<file path="src/rtl/gwcc_pkg.sv">
// Shared types, constants and calendar helpers for the GPS week / calendar converter.
// Used by the controller, the datapath and the top level; depends on nothing else.
package gwcc_pkg;

    localparam int unsigned YEAR_SPAN_DEF = 128;
    localparam int unsigned EPOCH_YEAR_NUM = 1980;

    localparam int unsigned DAY_W   = 17;
    localparam int unsigned SOD_W   = 17;
    localparam int unsigned MUL_A_W = 17;
    localparam int unsigned MUL_B_W = 18;
    localparam int unsigned MUL_P_W = MUL_A_W + MUL_B_W;

    localparam logic [11:0] EPOCH_YEAR   = 12'd1980;
    localparam logic [19:0] SEC_PER_DAY  = 20'd86400;
    localparam logic [19:0] SEC_PER_WEEK = 20'd604800;
    localparam logic [DAY_W-1:0] EPOCH_OFFSET = 17'd5;
    localparam logic [5:0]  LEAP_RESET   = 6'd18;
    localparam logic [14:0] WEEK_MAX     = 15'd8191;

    // Reciprocals scaled by 2^20, 2^29 and 2^18; exact for the operand ranges used.
    localparam logic [MUL_B_W-1:0] RECIP_7    = 18'd149797;
    localparam logic [MUL_B_W-1:0] RECIP_3600 = 18'd149131;
    localparam logic [MUL_B_W-1:0] RECIP_60   = 18'd4370;

    localparam logic OPC_TO_WEEK = 1'b0;
    localparam logic OPC_TO_DATE = 1'b1;

    typedef enum logic [3:0] {
        ST_IDLE, ST_CHECK, ST_YEAR, ST_MONTH, ST_ADD_DAY, ST_SUB_EPOCH,
        ST_WEEK_MUL, ST_WEEK_RES, ST_HOUR_MUL, ST_HOUR_RES, ST_MIN_MUL,
        ST_MIN_RES, ST_DONE
    } t_state;

    typedef enum logic [3:0] {
        CMD_NONE, CMD_LOAD, CMD_INIT, CMD_YEAR_STEP, CMD_MONTH_STEP,
        CMD_ADD_DAY, CMD_SUB_EPOCH, CMD_WEEK_MUL, CMD_WEEK_RES,
        CMD_HOUR_MUL, CMD_HOUR_RES, CMD_MIN_MUL, CMD_MIN_RES
    } t_op_cmd;

    typedef struct packed {
        t_op_cmd op;
        logic    fail;
    } t_cmd;

    typedef struct packed {
        logic to_week;
        logic invalid;
        logic year_hit;
        logic year_last;
        logic month_stop;
        logic before_epoch;
        logic week_ovf;
    } t_stat;

    // Gregorian rule, valid for every year from 1901 to 2399.
    function automatic logic is_leap(input logic [11:0] y);
        return (y[1:0] == 2'b00) && (y != 12'd2100) && (y != 12'd2200) &&
               (y != 12'd2300);
    endfunction

    function automatic logic [8:0] year_len(input logic [11:0] y);
        return is_leap(y) ? 9'd366 : 9'd365;
    endfunction

    // Month index is zero based.
    function automatic logic [4:0] month_len(input logic [11:0] y, input logic [3:0] m);
        logic [4:0] len;
        case (m) inside
            4'd1:                    len = is_leap(y) ? 5'd29 : 5'd28;
            4'd3, 4'd5, 4'd8, 4'd10: len = 5'd30;
            default:                 len = 5'd31;
        endcase
        return len;
    endfunction

endpackage

</file>
<file path="src/rtl/gps_week_calendar_converter_unit.sv">
// The time from input transfer to result valid grows with the year walk and the month walk.
// One item is in flight at a time; the next input transfer is taken in the cycle after
// the result transfer. The walk over years, one per cycle through the shared accumulator,
// sets that time.
// Reset is synchronous and active low: controller to idle, leap seconds to 18.
module gps_week_calendar_converter_unit
    import gwcc_pkg::*;
#(
    parameter int unsigned YEAR_SPAN = YEAR_SPAN_DEF
) (
    input  logic        i_clk,
    input  logic        i_rst_n,
    // Configuration write channel: leap second offset, GPS minus UTC.
    input  logic        i_cfg_valid,
    output logic        o_cfg_ready,
    input  logic [5:0]  i_cfg_data,
    // Input item channel.
    input  logic        i_in_valid,
    output logic        o_in_stall,
    input  logic        i_opcode,
    input  logic [11:0] i_year,
    input  logic [3:0]  i_month,
    input  logic [4:0]  i_day_of_month,
    input  logic [4:0]  i_hour_in,
    input  logic [5:0]  i_minute_in,
    input  logic [5:0]  i_second_in,
    input  logic [12:0] i_week_in,
    input  logic [19:0] i_seconds_in_week,
    // Result channel.
    output logic        o_out_valid,
    input  logic        i_out_stall,
    output logic [12:0] o_week_out,
    output logic [19:0] o_seconds_of_week,
    output logic [11:0] o_year_out,
    output logic [3:0]  o_month_out,
    output logic [4:0]  o_day_out,
    output logic [4:0]  o_hour_out,
    output logic [5:0]  o_minute_out,
    output logic [5:0]  o_second_out,
    output logic        o_status
);

    // The leap second register is only read while forming seconds of week; writes are to be
    // made while the block is idle, which the block itself does not enforce.
    logic [5:0] r_leap_seconds;

    t_cmd  cmd;
    t_stat stat;

    assign o_cfg_ready = 1'b1;

    always_ff @(posedge i_clk) begin
        if (!i_rst_n) begin
            r_leap_seconds <= LEAP_RESET;
        end else if (i_cfg_valid && o_cfg_ready) begin
            r_leap_seconds <= i_cfg_data;
        end
    end

    // The controller walks the states; every arithmetic step happens in the datapath
    // on the command that the controller issues in that cycle.
    gwcc_ctrl u_ctrl (
        .i_clk       (i_clk),
        .i_rst_n     (i_rst_n),
        .i_in_valid  (i_in_valid),
        .i_out_stall (i_out_stall),
        .i_stat      (stat),
        .o_cmd       (cmd),
        .o_in_stall  (o_in_stall),
        .o_out_valid (o_out_valid)
    );

    // The datapath holds the captured item, the day accumulator that both directions
    // walk year by year and month by month, and the result registers which stay put
    // until the result transfer completes.
    gwcc_dpath #(
        .YEAR_SPAN (YEAR_SPAN)
    ) u_dpath (
        .i_clk             (i_clk),
        .i_cmd             (cmd),
        .o_stat            (stat),
        .i_leap_seconds    (r_leap_seconds),
        .i_opcode          (i_opcode),
        .i_year            (i_year),
        .i_month           (i_month),
        .i_day_of_month    (i_day_of_month),
        .i_hour_in         (i_hour_in),
        .i_minute_in       (i_minute_in),
        .i_second_in       (i_second_in),
        .i_week_in         (i_week_in),
        .i_seconds_in_week (i_seconds_in_week),
        .o_week_out        (o_week_out),
        .o_seconds_of_week (o_seconds_of_week),
        .o_year_out        (o_year_out),
        .o_month_out       (o_month_out),
        .o_day_out         (o_day_out),
        .o_hour_out        (o_hour_out),
        .o_minute_out      (o_minute_out),
        .o_second_out      (o_second_out),
        .o_status          (o_status)
    );

    // The input side only opens while no result is pending.
    a_no_accept_while_result : assert property (
        @(posedge i_clk) disable iff (!i_rst_n)
        !o_in_stall |-> !o_out_valid
    ) else $error("input open while a result is pending");

    // After an input transfer the block is busy in the following cycle.
    a_busy_after_accept : assert property (
        @(posedge i_clk) disable iff (!i_rst_n)
        (i_in_valid && !o_in_stall) |=> (o_in_stall && !o_out_valid)
    ) else $error("block not busy after input transfer");

    // A flagged result carries all fields cleared.
    a_fail_fields_zero : assert property (
        @(posedge i_clk) disable iff (!i_rst_n)
        (o_out_valid && o_status) |->
            (o_week_out == 13'd0 && o_seconds_of_week == 20'd0 && o_year_out == 12'd0 &&
             o_month_out == 4'd0 && o_day_out == 5'd0 && o_hour_out == 5'd0 &&
             o_minute_out == 6'd0 && o_second_out == 6'd0)
    ) else $error("flagged result with non-zero fields");

endmodule

</file>
<file path="src/rtl/gwcc_ctrl.sv">
// Sequencing state machine of the GPS week / calendar converter.
// Depends on gwcc_pkg; drives the datapath through t_cmd and reads t_stat back.
module gwcc_ctrl
    import gwcc_pkg::*;
(
    input  logic  i_clk,
    input  logic  i_rst_n,
    input  logic  i_in_valid,
    input  logic  i_out_stall,
    input  t_stat i_stat,
    output t_cmd  o_cmd,
    output logic  o_in_stall,
    output logic  o_out_valid
);

    t_state r_state;
    t_state n_state;

    always_ff @(posedge i_clk) begin
        if (!i_rst_n) begin
            r_state <= ST_IDLE;
        end else begin
            r_state <= n_state;
        end
    end

    always_comb begin
        n_state = r_state;
        unique case (r_state)
            ST_IDLE: begin
                if (i_in_valid) n_state = ST_CHECK;
            end
            ST_CHECK: begin
                n_state = i_stat.invalid ? ST_DONE : ST_YEAR;
            end
            ST_YEAR: begin
                if (i_stat.year_hit) begin
                    n_state = ST_MONTH;
                end else if (!i_stat.to_week && i_stat.year_last) begin
                    n_state = ST_DONE;
                end
            end
            ST_MONTH: begin
                if (i_stat.month_stop) n_state = i_stat.to_week ? ST_ADD_DAY : ST_HOUR_MUL;
            end
            ST_ADD_DAY:   n_state = ST_SUB_EPOCH;
            ST_SUB_EPOCH: n_state = i_stat.before_epoch ? ST_DONE : ST_WEEK_MUL;
            ST_WEEK_MUL:  n_state = ST_WEEK_RES;
            ST_WEEK_RES:  n_state = ST_DONE;
            ST_HOUR_MUL:  n_state = ST_HOUR_RES;
            ST_HOUR_RES:  n_state = ST_MIN_MUL;
            ST_MIN_MUL:   n_state = ST_MIN_RES;
            ST_MIN_RES:   n_state = ST_DONE;
            ST_DONE: begin
                if (!i_out_stall) n_state = ST_IDLE;
            end
            default:      n_state = ST_IDLE;
        endcase
    end

    always_comb begin
        o_cmd.op    = CMD_NONE;
        o_cmd.fail  = 1'b0;
        o_in_stall  = 1'b1;
        o_out_valid = 1'b0;
        unique case (r_state)
            ST_IDLE: begin
                o_in_stall = 1'b0;
                if (i_in_valid) o_cmd.op = CMD_LOAD;
            end
            ST_CHECK: begin
                o_cmd.op   = CMD_INIT;
                o_cmd.fail = i_stat.invalid;
            end
            ST_YEAR: begin
                if (!i_stat.year_hit) begin
                    if (!i_stat.to_week && i_stat.year_last) begin
                        o_cmd.fail = 1'b1;
                    end else begin
                        o_cmd.op = CMD_YEAR_STEP;
                    end
                end
            end
            ST_MONTH: begin
                if (!i_stat.month_stop) o_cmd.op = CMD_MONTH_STEP;
            end
            ST_ADD_DAY: o_cmd.op = CMD_ADD_DAY;
            ST_SUB_EPOCH: begin
                if (i_stat.before_epoch) begin
                    o_cmd.fail = 1'b1;
                end else begin
                    o_cmd.op = CMD_SUB_EPOCH;
                end
            end
            ST_WEEK_MUL: o_cmd.op = CMD_WEEK_MUL;
            ST_WEEK_RES: begin
                if (i_stat.week_ovf) begin
                    o_cmd.fail = 1'b1;
                end else begin
                    o_cmd.op = CMD_WEEK_RES;
                end
            end
            ST_HOUR_MUL: o_cmd.op = CMD_HOUR_MUL;
            ST_HOUR_RES: o_cmd.op = CMD_HOUR_RES;
            ST_MIN_MUL:  o_cmd.op = CMD_MIN_MUL;
            ST_MIN_RES:  o_cmd.op = CMD_MIN_RES;
            ST_DONE:     o_out_valid = 1'b1;
            default:     o_cmd.op = CMD_NONE;
        endcase
    end

endmodule

</file>
<file path="src/rtl/gwcc_dpath.sv">
// Datapath of the GPS week / calendar converter: operand and result registers,
// the year and month walk accumulator and one shared constant multiplier. Depends on gwcc_pkg.
module gwcc_dpath
    import gwcc_pkg::*;
#(
    parameter int unsigned YEAR_SPAN = YEAR_SPAN_DEF
) (
    input  logic        i_clk,
    input  t_cmd        i_cmd,
    output t_stat       o_stat,
    input  logic [5:0]  i_leap_seconds,
    input  logic        i_opcode,
    input  logic [11:0] i_year,
    input  logic [3:0]  i_month,
    input  logic [4:0]  i_day_of_month,
    input  logic [4:0]  i_hour_in,
    input  logic [5:0]  i_minute_in,
    input  logic [5:0]  i_second_in,
    input  logic [12:0] i_week_in,
    input  logic [19:0] i_seconds_in_week,
    output logic [12:0] o_week_out,
    output logic [19:0] o_seconds_of_week,
    output logic [11:0] o_year_out,
    output logic [3:0]  o_month_out,
    output logic [4:0]  o_day_out,
    output logic [4:0]  o_hour_out,
    output logic [5:0]  o_minute_out,
    output logic [5:0]  o_second_out,
    output logic        o_status
);

    localparam logic [11:0] YEAR_LAST = 12'(EPOCH_YEAR_NUM + YEAR_SPAN - 1);

    // Captured item.
    logic               r_op;
    logic [11:0]        r_yr;
    logic [3:0]         r_mo;
    logic [4:0]         r_dy;
    logic [4:0]         r_hr;
    logic [5:0]         r_mi;
    logic [5:0]         r_se;
    logic [12:0]        r_wk;
    logic [19:0]        r_sow;

    // Working registers.
    logic [11:0]        r_y;
    logic [3:0]         r_m;
    logic [DAY_W-1:0]   r_days;
    logic [SOD_W-1:0]   r_tod;
    logic [SOD_W-1:0]   r_sod;
    logic [11:0]        r_rem;
    logic [MUL_P_W-1:0] r_prod;

    // Results.
    logic [12:0]        r_week_out;
    logic [19:0]        r_sow_out;
    logic [11:0]        r_year_out;
    logic [3:0]         r_month_out;
    logic [4:0]         r_day_out;
    logic [4:0]         r_hour_out;
    logic [5:0]         r_minute_out;
    logic [5:0]         r_second_out;
    logic               r_status;

    logic [2:0]         day_idx;
    logic [SOD_W-1:0]   sod_init;
    logic [DAY_W-1:0]   doy_init;
    logic [SOD_W-1:0]   tod_init;
    logic [8:0]         ylen;
    logic [4:0]         mlen;
    logic               bad_date;
    logic [MUL_A_W-1:0] mul_a;
    logic [MUL_B_W-1:0] mul_b;
    logic [14:0]        week_q;
    logic [DAY_W-1:0]   week_q17;
    logic [DAY_W-1:0]   week_rem;
    logic [4:0]         hour_q;
    logic [11:0]        hour_rem;
    logic [5:0]         min_q;
    logic [11:0]        min_rem;

    // Day of week, second of day and day count of the week time input, and time of day of the calendar input.
    always_comb begin
        day_idx = 3'd0;
        for (int k = 1; k < 7; k++) begin
            day_idx = day_idx + 3'(r_sow >= 20'(k * 86400));
        end
        sod_init = SOD_W'(r_sow - 20'(day_idx) * SEC_PER_DAY);
        doy_init = DAY_W'(r_wk) * DAY_W'(7) + DAY_W'(day_idx) + EPOCH_OFFSET;
        tod_init = SOD_W'(r_hr) * SOD_W'(3600) + SOD_W'(r_mi) * SOD_W'(60) + SOD_W'(r_se);
    end

    assign ylen = year_len(r_y);
    assign mlen = month_len(r_y, r_m);

    always_comb begin
        if (r_op == OPC_TO_WEEK) begin
            bad_date = (r_yr < EPOCH_YEAR) || (r_yr > YEAR_LAST) ||
                       (r_mo == 4'd0) || (r_mo > 4'd12) || (r_dy == 5'd0) ||
                       (r_dy > month_len(r_yr, r_mo - 4'd1)) ||
                       (r_hr > 5'd23) || (r_mi > 6'd59) || (r_se > 6'd59);
        end else begin
            bad_date = (r_sow >= SEC_PER_WEEK);
        end
    end

    assign o_stat.to_week      = (r_op == OPC_TO_WEEK);
    assign o_stat.invalid      = bad_date;
    assign o_stat.year_hit     = (r_op == OPC_TO_WEEK) ? (r_y == r_yr)
                                                       : (r_days < DAY_W'(ylen));
    assign o_stat.year_last    = (r_y == YEAR_LAST);
    assign o_stat.month_stop   = (r_op == OPC_TO_WEEK)
                                 ? (r_m + 4'd1 == r_mo)
                                 : ((r_m == 4'd11) || (r_days < DAY_W'(mlen)));
    assign o_stat.before_epoch = (r_days < EPOCH_OFFSET);
    assign o_stat.week_ovf     = (week_q > WEEK_MAX);

    // Shared multiplier operand selection.
    always_comb begin
        case (i_cmd.op)
            CMD_HOUR_MUL: begin
                mul_a = MUL_A_W'(r_sod);
                mul_b = RECIP_3600;
            end
            CMD_MIN_MUL: begin
                mul_a = MUL_A_W'(r_rem);
                mul_b = RECIP_60;
            end
            default: begin
                mul_a = MUL_A_W'(r_days);
                mul_b = RECIP_7;
            end
        endcase
    end

    always_comb begin
        week_q   = r_prod[MUL_P_W-1:20];
        week_q17 = DAY_W'(week_q);
        week_rem = r_days - ((week_q17 << 3) - week_q17);
        hour_q   = r_prod[33:29];
        hour_rem = 12'(r_sod - SOD_W'(hour_q) * SOD_W'(3600));
        min_q    = r_prod[23:18];
        min_rem  = r_rem - 12'(min_q) * 12'd60;
    end

    always_ff @(posedge i_clk) begin
        r_prod <= MUL_P_W'(mul_a) * MUL_P_W'(mul_b);
        if (i_cmd.fail) r_status <= 1'b1;
        case (i_cmd.op)
            CMD_LOAD: begin
                r_op         <= i_opcode;
                r_yr         <= i_year;
                r_mo         <= i_month;
                r_dy         <= i_day_of_month;
                r_hr         <= i_hour_in;
                r_mi         <= i_minute_in;
                r_se         <= i_second_in;
                r_wk         <= i_week_in;
                r_sow        <= i_seconds_in_week;
                r_week_out   <= '0;
                r_sow_out    <= '0;
                r_year_out   <= '0;
                r_month_out  <= '0;
                r_day_out    <= '0;
                r_hour_out   <= '0;
                r_minute_out <= '0;
                r_second_out <= '0;
                r_status     <= 1'b0;
            end
            CMD_INIT: begin
                r_y    <= EPOCH_YEAR;
                r_m    <= 4'd0;
                r_days <= (r_op == OPC_TO_WEEK) ? '0 : doy_init;
                r_tod  <= tod_init;
                r_sod  <= sod_init;
            end
            CMD_YEAR_STEP: begin
                r_days <= (r_op == OPC_TO_WEEK) ? r_days + DAY_W'(ylen)
                                                : r_days - DAY_W'(ylen);
                r_y    <= r_y + 12'd1;
            end
            CMD_MONTH_STEP: begin
                r_days <= (r_op == OPC_TO_WEEK) ? r_days + DAY_W'(mlen)
                                                : r_days - DAY_W'(mlen);
                r_m    <= r_m + 4'd1;
            end
            CMD_ADD_DAY: begin
                r_days <= r_days + DAY_W'(r_dy) - DAY_W'(1);
            end
            CMD_SUB_EPOCH: begin
                r_days <= r_days - EPOCH_OFFSET;
            end
            CMD_WEEK_RES: begin
                r_week_out <= week_q[12:0];
                r_sow_out  <= 20'(week_rem[2:0]) * SEC_PER_DAY + 20'(r_tod) +
                              20'(i_leap_seconds);
            end
            CMD_HOUR_MUL: begin
                r_year_out  <= r_y;
                r_month_out <= r_m + 4'd1;
                r_day_out   <= 5'(r_days + DAY_W'(1));
            end
            CMD_HOUR_RES: begin
                r_hour_out <= hour_q;
                r_rem      <= hour_rem;
            end
            CMD_MIN_RES: begin
                r_minute_out <= min_q;
                r_second_out <= min_rem[5:0];
            end
            default: begin
                r_rem <= r_rem;
            end
        endcase
    end

    assign o_week_out        = r_week_out;
    assign o_seconds_of_week = r_sow_out;
    assign o_year_out        = r_year_out;
    assign o_month_out       = r_month_out;
    assign o_day_out         = r_day_out;
    assign o_hour_out        = r_hour_out;
    assign o_minute_out      = r_minute_out;
    assign o_second_out      = r_second_out;
    assign o_status          = r_status;

endmodule
</file>
<file path="config.mk">
export PLATFORM = sky130hd
export DESIGN_NAME = gps_week_calendar_converter_unit
export DESIGN_NICKNAME = d
export VERILOG_FILES = /design/src/rtl/gwcc_pkg.sv /design/src/rtl/gps_week_calendar_converter_unit.sv /design/src/rtl/gwcc_ctrl.sv /design/src/rtl/gwcc_dpath.sv
export SDC_FILE = /design/constraint.sdc
export NUM_CORES = 1
export LEC_CHECK = 0
export ABC_AREA = 0
export BUFFER_PORTS_ARGS = -buffer_cell sky130_fd_sc_hd__clkbuf_2
export CAP_MARGIN = 30
export CORE_UTILIZATION = 63
export DETAILED_ROUTE_END_ITERATION = 12
export GPL_TIMING_DRIVEN = 0
export PLACE_DENSITY = 0.84
export SLEW_MARGIN = 20
export SYNTH_ARGS = -nofsm -noshare
export SYNTH_HDL_FRONTEND = slang
export SYNTH_SLANG_ARGS = --single-unit
</file>
<file path="constraint.sdc">
create_clock -name i_clk -period 9.9 [get_ports i_clk]
set_input_delay 0 -clock i_clk [delete_from_list [all_inputs] [get_ports i_clk]]
set_output_delay 0 -clock i_clk [all_outputs]
set_load 0.005 [all_outputs]
</file>
==> summary.md, run 1 <==
| Metric | Value |
|---|---|
| Synthesized area | 0.02473 sq mm |
| Final cell count without fillers | 3251 |
| Fin nets | 3357 |
| Total gr overflow | 0 |
| Share of layout cells above drive strength 1 | 10.68% |
| Setup TNS | 0 ns |
| Placed Cells | between 3000 and 4000 |
| Antenna diodes | 0 |
| Tmin final | 9.465 ns |
| Critical Path Most Common Cell | fa_1 |
| Worst-path clk slew | 0.06 ns |
| Critical path arrival | 10.00 ns |
| Die Wd | between 200 and 250 um |
| Starting DRT DRC Count | 1886 |
| Detailed Route WL | 71.45 mm |
| Clock Path Buffers | 3 |
| Dominant cell by count in the synthesized netlist | inv_1 |
| # IOs | between 150 and 200 |
| Worst setup EP type | flip-flop |
| Reg2reg end | u_dpath.r_prod[34] |
| # clock sinks | 250 |
| Vias in the first global route | 20660 |
| Final setup fails | 0 |
| CP peak stage delay | 0.54 ns |
| R2r setup slk | approximately 0.43 ns |
| Min-delay src | i_year[0] |
| Syn Area/Cell | 10.28 sq um |
| Worst Reg2Reg Path Length in Cells | 37 |
| Pre-antenna DRT Iters | 6 |
| Startpoint Class | flip-flop |
| Hold Crit Endpoint | u_dpath.r_yr[0] |
| Slew @ Worst Pin | 0.8638 ns |
| Layout area overhead | 14.78% |
| RSZ-0062 raised after global routing | no |
| Mapped Cells | about 2400 |
| Post-synthesis cell type count | 88 |
| CTS H-tree depth | 1 |
| Gpl congestion | 0.9867 |
| Max-cap violations | 0 |
| Post-synth top area share | 26.96% |
| Predominant post-synthesis flop cell | edfxtp_1 |
| Slowest CP cell | fa_1 |
| CTS root buffer | clkbuf_16 |
| F_max | ~110 MHz |
| Hold Crit Class | primary input to flip-flop |
| Final core occ | 73.45% |
| Clk_lat worst skew | 0.61 ns |
| Top cells by area, synth | edfxtp_1, ha_1, fa_1 |
| Initial Utilization | about 64% |
| Port bufs | 154 |
| Top cells by instance count after synthesis | inv_1, ha_1, edfxtp_1 |
| Largest net degree at the start of global routing | 59 |
| Rel. slew slack | a little over two fifths |
| Initial antenna violation count | 0 |
| R2r startpoint | u_dpath.r_y[5] |
| Detailed Place HPWL | 53.50 mm |
| Final Max Tran Viols | 0 |
| Via count | 19530 |
| Core area | 0.03865 sq mm |
| Worst endpoint required time | 10.43 ns |
| Critical path type | flip-flop to flip-flop |
| Status | finished, final reports clean |
| Total global-route track usage | between 30% and 40% |
| Total CTS buffers | 30 |
| Final Hold Viols | 0 |
| EDFF count, synth | 222 |
| TritonCTS clock tree | yes |
| Die area | 0.04005 sq mm |
| Layout Skew | 0.02521 ns |
| Critical path peak fanout | 10 |
| First-pass GRT wire length | 112.1 mm |
| Cell Rows | 72 |
| Wire per inst | ~22 um |
| ANT nets after route | 0 |
| Seq/Total Area, Yosys | 29.22% |
| Period utilisation layout | 95.61% |
| Async SR Flop Fraction | 0% |
| DRC Markers | 0 |
| DIE HEIGHT | 200.1 um |
| Post-synth top area cell | edfxtp_1 |
| Synth warn | 0 |
| Synthesis-stage register bit count | 250 |
| Hold Path Stages | 2 |
| Vias per cell | approximately 6.0 |
## cells in the final DEF, fill, tap and decap left out, drive strengths merged, types with 39 or more instances in the layout
master and count:
xor2 52, nand3 39, and2 53, a21oi 109, edfxtp 222, xnor2 89, nor2 155, inv 404
dlygate4sd3 95, nand2 146, fa 208, clkbuf 226, o21ai 75, ha 356
## worst max-delay path: cells and delay by family (launching register included)
family / cells / cell delay [ns]
xor gates and xnor gates: 1 / 0.15
AOI/OAI and AO/OA: 12 / 2.46
and+or+nand+nor: 7 / 1.49
buffers and inverters: 9 / 1.17
adders and majority gates: 8 / 3.75
DFF: 1 / 0.36
## routing by layer
metal  track usage, %  vias up  part of all wire (%)
met4            15.66        0                   5.1
met5                0        -                     0
li1                 -     8826                     -
met1            44.44     9487                    38
met2            62.55      978                    49
met3            4.963      238                   7.5
## registers in the layout, summed over array words and instances (netlist names), 12 cells and up
register / cells
u_dpath.r_wk: 13
u_dpath.r_y: 12
u_dpath.r_yr: 12
u_dpath.r_tod: 17
u_dpath.r_sod: 17
u_dpath.o_week_out: 13
u_dpath.o_year_out: 12
u_dpath.r_rem: 12
u_dpath.r_days: 17
u_dpath.r_sow: 20
u_dpath.r_prod: 17
u_dpath.o_seconds_of_week: 20
## how the worst max path moves through the flow
| stage | startpoint | endpoint | slack (ns) | cells past startpoint |
|---|---|---|---|---|
| 2_1_floorplan | u_dpath.r_y[7] | u_dpath.r_prod[34] | 1.31 | 35 |
| 3_3_place_gp | u_dpath.r_y[7] | u_dpath.r_prod[34] | -0.12 | 35 |
| 3_5_place_dp | u_dpath.r_y[7] | u_dpath.r_prod[34] | -0.35 | 35 |
| 4_1_cts | u_dpath.r_y[7] | u_dpath.r_prod[34] | 0.09 | 35 |
| 5_1_grt | u_dpath.r_y[2] | u_dpath.r_prod[34] | 0.04 | 37 |
| 6_report | u_dpath.r_y[5] | u_dpath.r_prod[34] | 0.43 | 37 |
## what timing repair did
action / in CTS / in global routing
gates resized for setup: 3 / 7
pin swaps: 0 / 2
hold buffers: 95 / 0
cloned: 0 / 0
setup buffers: 0 / 6
hold endpoints to repair: 82 / 0
endpoints found under the setup margin: 8 / 11
## final cells by class
| type | instances | area [sq um] |
|---|---|---|
| flip-flops and latches | 250 | 7227 |
| clock inverters | 19 | 245.2 |
| well taps | 518 | 648.1 |
| clock buffers | 36 | 803.3 |
| repair buffers | 263 | 1859 |
| inverters | 403 | 1515 |
| fillers | 2605 | 10260 |
| plain buffers | 60 | 299.0 |
| multi-input cells | 1702 | 15790 |
## metrics by stage
| stage | hold slack, ns | worst slack [ns] | area (sq um) |
|---|---|---|---|
| floorplan | 0.09887 | 1.315 | 24770 |
| global placement | 0.1764 | -0.1186 | 26190 |
| detailed placement | 0.1786 | -0.3505 | 26300 |
| CTS | 0.07590 | 0.09203 | 28310 |
| global route | 0.1047 | 0.03506 | 28380 |
| finish | 0.1065 | 0.4348 | 28380 |
## cell families after synthesis
family                     count (synthesis)  synth area share [%]
AOI/OAI and AO/OA                        401                 10.98
other                                      2               0.03037
DFF                                      250                 29.22
and+or+nand+nor                          561                 11.58
adders and majority gates                564                 34.85
muxes                                     22                0.9107
xor gates and xnor gates                 142                 5.085
buffers and inverters                    464                 7.341
Power of run 1 is not shown: default switching activity piles up to over one toggle a cycle in this logic, so the estimate is an artifact.
==> run 2, diff against run 1 <==
--- a/config.mk
+++ b/config.mk
@@ -11,7 +11,9 @@
 export CORE_UTILIZATION = 63
 export DETAILED_ROUTE_END_ITERATION = 12
 export GPL_TIMING_DRIVEN = 0
+export HOLD_SLACK_MARGIN = 0.12
 export PLACE_DENSITY = 0.84
+export RECOVER_POWER = 50
 export SLEW_MARGIN = 20
 export SYNTH_ARGS = -nofsm -noshare
 export SYNTH_HDL_FRONTEND = slang
==> run 2 against run 1 <==
Compared with the run above: the flow now finishes with violations (capacitance limit, slew limit); via count increased by 2.9%; first-iteration DRC count up 2.8%; global-route usage increased by 1.3 points; largest cell class unchanged.
==> summary.md, run 2 (synthesis gave the netlist of run 1 again) <==
| Metric | Value |
|---|---|
| Initial Utilization | 63.99% (unchanged) |
| Critical path type | flip-flop to flip-flop |
| Hold Crit Class | primary input to flip-flop |
| Total gr overflow | 0 (unchanged) |
| Layout area overhead | 17.24% |
| Detailed Place HPWL | 53.50 mm (unchanged) |
| Status | complete, but fails checks |
| Critical path arrival | 9.97 ns (-0.03 ns) |
| Post-Route M1 WL | 27.55 mm (+1.6%) |
| # IOs | 158 (unchanged) |
| Rel. slew slack | -119.7% (-160 points) |
| Setup TNS | 0 ns (unchanged) |
| Commonest non-fill, non-tap cells in the layout | inv_1, ha_1, edfxtp_1 |
| Critical Path Most Common Cell | fa_1 |
| TritonCTS clock tree | yes |
| Layout Skew | 0.03395 ns (+0.008749 ns) |
| Total CTS buffers | 30 (unchanged) |
| Vias per cell | 6.052 (+0.75%) |
| Most common cell after layout, fill and taps aside | inv_1 |
| F_max | 106.0 MHz (+0.29%) |
| Largest net degree at the start of global routing | 59 (unchanged) |
| Violated checks | capacitance limit, slew limit |
| CTS root buffer | clkbuf_16 |
| Period utilisation layout | 95.33% (-0.28 points) |
| Crit path to | u_dpath.r_prod[34] |
| Worst-path clk slew | 0.06 ns (about the same) |
| Hold Path Stages | 2 (unchanged) |
| Starting DRT DRC Count | 1938 (+2.8%) |
| # clock sinks | 250 (unchanged) |
| RSZ-0062 raised after global routing | no |
| First-pass GRT wire length | 116.1 mm (+3.6%) |
| Share of layout cells above drive strength 1 | 8.887% (-1.8 points) |
| Core area | 0.03865 sq mm (unchanged) |
| Buf+Inv Stages, Crit Path | 9 (unchanged) |
| CTS H-tree depth | 1 (unchanged) |
| Critical path peak fanout | 10 (unchanged) |
| Cell Rows | 72 (unchanged) |
| Detailed Route WL | 73.86 mm (+3.4%) |
| R2r startpoint | u_dpath.r_y[2] |
| R2r setup slk | 0.46 ns (+0.03 ns) |
| Gpl congestion | 0.9867 (unchanged) |
| Vias in the first global route | 21180 (+2.5%) |
| Final WS setup | 0.4622 ns (+0.02743 ns) |
| DIE HEIGHT | 200.1 um (unchanged) |
| Final Hold Viols | 0 (unchanged) |
| Reg2reg end | u_dpath.r_prod[34] |
| Pre-antenna DRT Iters | 6 (unchanged) |
| ANT nets after route | 0 (unchanged) |
| Beginning of the critical path | u_dpath.r_y[2] |
| Port bufs | 154 (unchanged) |
| Max-cap violations | 1 (+1) |
| Pre-CTS setup slack | -0.3505 ns (unchanged) |
| Initial antenna violation count | 0 (unchanged) |
| Routed met3 length | 5.988 mm (+11%) |
| Clock Path Buffers | 3 (unchanged) |
| Slowest CP cell | fa_1 |
| Clk_lat worst skew | 0.62 ns (about the same) |
| CP peak stage delay | 0.55 ns (about the same) |
| Final setup fails | 0 (unchanged) |
| Min-delay src | i_seconds_in_week[6] |
| CP top delay family | adder cells |
| Total global-route track usage | 37.13% (+1.3 points) |
| Tmin final | 9.438 ns (-0.02743 ns) |
| Highest Signal Layer | met4 |
| Die area | 0.04005 sq mm (unchanged) |
| Slew @ Worst Pin | 3.296 ns (+2.432 ns) |
| Worst setup EP type | flip-flop |
| Fill cell count | 2522 (-3.2%) |
| Critical Path Stages | 37 (unchanged) |
| Final Max Tran Viols | 59 (+59) |
| Startpoint Class | flip-flop |
| DRC Markers | 0 (unchanged) |
| Via count | 20090 (+2.9%) |
| Wire per inst | 22.25 um (+1.2%) |
| Metal2 WL | 35.85 mm (+1.5%) |
| Worst endpoint required time | 10.43 ns (about the same) |
| Antenna diodes | 0 (unchanged) |
| Worst Reg2Reg Path Length in Cells | 37 (unchanged) |
| Die Wd | 200.1 um (unchanged) |
| Fin nets | 3426 (+2.1%) |
## run 2: cell types whose count changed in the layout (fill, tap and decap cells not counted), sizes merged
cell / previous run / this run
buf: 37 / 35
dlygate4sd3: 95 / 164
inv: 404 / 403
clkbuf: 226 / 228
clkinvlp: 2 / 3
## run 2: per-stage QoR
stage	instances	hold slack, ns	util (%)	cell area (sq um)
2_1_floorplan	2416	0.09887	-	24770
3_3_place_gp	3088	0.1764	67.76	26190
3_5_place_dp	3096	0.1786	68.04	26300
4_1_cts	3314	0.1338	75.02	28990
5_1_grt	3320	0.1462	75.02	28990
6_report	3320	0.1384	75.02	28990
## run 2: final cells by class
| type | count | area, sq um | share of cell area, % |
|---|---|---|---|
| multi-input cells | 1702 | 15780 | 54.44 |
| repair buffers | 332 | 2475 | 8.536 |
| well taps | 518 | 648.1 | 2.235 |
| plain buffers | 60 | 297.8 | 1.027 |
| clock inverters | 19 | 245.2 | 0.8458 |
| flip-flops and latches | 250 | 7227 | 24.93 |
| clock buffers | 36 | 803.3 | 2.771 |
| inverters | 403 | 1514 | 5.222 |
## run 2: worst min-delay path by stage
stage                            end
CTS                 u_dpath.r_sow[6]
finish              u_dpath.r_sow[6]
global route        u_dpath.r_sow[6]
global placement    u_dpath.r_sow[9]
floorplan            u_dpath.r_dy[0]
detailed placement   u_dpath.r_yr[6]
## run 2: per-layer routing
layer | vias to the layer above | track usage, %
li1 | 8964 | -
met4 | 0 | 17.97
met1 | 9701 | 45.67
met2 | 1117 | 64.07
met5 | - | 0
met3 | 312 | 5.467
## run 2: timing repair
item,in CTS,in global routing
gates cloned,0,0
endpoints found under the hold margin,82,1
setup endpoints to repair,8,11
buffers inserted,0,6
pin swaps,0,2
resized for setup,3,7
hold buffers,163,1
Power of run 2 is left out for the same reason.
==> run 3, diff against run 2 <==
--- a/config.mk
+++ b/config.mk
@@ -12,7 +12,7 @@
 export DETAILED_ROUTE_END_ITERATION = 12
 export GPL_TIMING_DRIVEN = 0
 export HOLD_SLACK_MARGIN = 0.12
-export PLACE_DENSITY = 0.84
+export PLACE_DENSITY = 0.92
 export RECOVER_POWER = 50
 export SLEW_MARGIN = 20
 export SYNTH_ARGS = -nofsm -noshare
==> run 3 against run 2 <==
Compared with the run above: the flow still finishes with violations (capacitance limit, slew limit); critical path depth is 1 lower; highest routed layer is now met5; utilization is 0.23 points lower; largest cell class unchanged; cell area is 0.31% lower; cell count is 0.42% lower; via count is 1.7% higher; die area stayed put; first-iteration DRC count is 1.4% higher; sequential share of layout area is 0.078 points higher; sequential cell count stayed put; maximum frequency is 2.1% lower; worst hold slack better by 0.00073 ns; wire length is 2.3% higher.
==> summary.md, run 3 (synthesis gave the netlist of run 1 again) <==
| Metric | Value |
|---|---|
| Fill cell count | 2488 (-1.3%) |
| Die Wd | 200.1 um (unchanged) |
| Rel. slew slack | -128.4% (-8.7 points) |
| Hold Crit Class | primary input to flip-flop |
| Final core occ | 74.79% (-0.23 points) |
| Slowest CP cell | fa_1 |
| Final Hold Viols | 0 (unchanged) |
| Period utilisation layout | 97.36% (+2.0 points) |
| Port bufs | 154 (unchanged) |
| Die area | 0.04005 sq mm (unchanged) |
| DRC Markers | 0 (unchanged) |
| Violated checks | capacitance limit, slew limit |
| R2r setup slk | 0.26 ns (-0.20 ns) |
| Reg area | 0.007227 sq mm (unchanged) |
| Initial antenna violation count | 1 (+1) |
| Hold Path Stages | 2 (unchanged) |
| Worst-path clk slew | 0.06 ns (about the same) |
| Min-delay src | i_second_in[0] |
| Worst setup EP type | flip-flop |
| Starting DRT DRC Count | 1966 (+1.4%) |
| CTS root buffer | clkbuf_16 |
| Cell Rows | 72 (unchanged) |
| Clock Path Buffers | 3 (unchanged) |
| Beginning of the critical path | u_dpath.r_y[2] |
| Via count | 20440 (+1.7%) |
| Hold Crit Endpoint | u_dpath.r_se[0] |
| Multi-input gate area | 0.01580 sq mm (+0.13%) |
| # clock sinks | 250 (unchanged) |
| Critical path peak fanout | 10 (unchanged) |
| CP peak stage delay | 0.56 ns (about the same) |
| # IOs | 158 (unchanged) |
| Final Max Tran Viols | 58 (-1.7%) |
| Critical path type | flip-flop to flip-flop |
| Max-cap violations | 1 (unchanged) |
| Most common cell after layout, fill and taps aside | inv_1 |
| Worst endpoint required time | 10.42 ns (about the same) |
| Commonest non-fill, non-tap cells in the layout | inv_1, ha_1, edfxtp_1 |
| Total CTS buffers | 29 (-3.3%) |
| Core area | 0.03865 sq mm (unchanged) |
| Vias in the first global route | 21760 (+2.8%) |
| R2r startpoint | u_dpath.r_y[2] |
| Gpl congestion | 0.9823 (-0.45%) |
| Total gr overflow | 0 (unchanged) |
| Buf+Inv Stages, Crit Path | 8 (-1) |
| Layout Skew | 0.02729 ns (-0.006668 ns) |
| CTS H-tree depth | 1 (unchanged) |
| ANT nets after route | 0 (unchanged) |
| Startpoint Class | flip-flop |
| Slew @ Worst Pin | 3.426 ns (+0.1305 ns) |
| DIE HEIGHT | 200.1 um (unchanged) |
| Critical path arrival | 10.16 ns (+0.19 ns) |
| Worst Reg2Reg Path Length in Cells | 36 (-2.7%) |
| Largest net degree at the start of global routing | 58 (-1.7%) |
| First-pass GRT wire length | 117.8 mm (+1.4%) |
| Layout area overhead | 16.87% |
| Share of layout cells above drive strength 1 | 8.788% (-0.099 points) |
| TritonCTS clock tree | yes |
| CP top delay family | adder cells |
| Pre-antenna DRT Iters | 6 (unchanged) |
| Detailed Place HPWL | 54.22 mm (+1.3%) |
| Final setup fails | 0 (unchanged) |
| Initial Utilization | 63.99% (unchanged) |
| Reg2reg end | u_dpath.r_prod[34] |
| Tmin final | 9.639 ns (+0.2010 ns) |
| Critical Path Most Common Cell | fa_1 |
| Wire per inst | 22.86 um (+2.7%) |
| Antenna diodes | 0 (unchanged) |
| Detailed Route WL | 75.57 mm (+2.3%) |
| Clk_lat worst skew | 0.61 ns (about the same) |
| Fin nets | 3412 (-0.41%) |
| Status | complete, but fails checks |
| F_max | 103.7 MHz (-2.1%) |
| Total global-route track usage | 37.77% (+0.64 points) |
| Vias per cell | 6.183 (+2.2%) |
## run 3: area by class of cell
cell class	count	area share, %
plain buffers	60	1.039
clock buffers	33	2.563
clock inverters	21	1.061
inverters	403	5.238
multi-input cells	1702	54.68
flip-flops and latches	250	25.00
well taps	518	2.242
repair buffers	319	8.173
## run 3: worst max-delay path by stage
stage / endpoint / depth (start not counted)
2_1_floorplan: u_dpath.r_prod[34] / 35
3_3_place_gp: u_dpath.r_prod[34] / 35
3_5_place_dp: u_dpath.r_prod[34] / 35
4_1_cts: u_dpath.r_prod[34] / 35
5_1_grt: u_dpath.r_prod[34] / 36
6_report: u_dpath.r_prod[34] / 36
## run 3: timing repair
item	4_1_cts	5_1_grt
gates resized for setup	2	11
pin swaps	0	2
hold buffers	158	0
buffers inserted	0	2
setup endpoints to repair	8	11
endpoints found under the hold margin	82	0
## run 3: routing by layer
metal | global-route usage, % | wire [um] | vias up
met5 | 0 | 8 | -
met4 | 20.66 | 4582 | 2
met3 | 6.655 | 6104 | 309
met2 | 65.05 | 37270 | 1189
met1 | 44.88 | 27600 | 9992
li1 | - | - | 8948
## run 3: per-stage QoR
stage               setup slack (ns)  setup TNS, ns  instances  cell area (sq um)  hold slack (ns)
finish                        0.2612              0       3306              28900           0.1391
global route                -0.05549       -0.05549       3306              28900           0.1361
CTS                          0.03551              0       3305              28920           0.1216
detailed placement           -0.2593        -0.5172       3093              26280           0.1787
global placement            -0.07650       -0.07650       3088              26190           0.1769
floorplan                      1.315              0       2416              24770          0.09887
Power of run 3 is left out for the same reason.
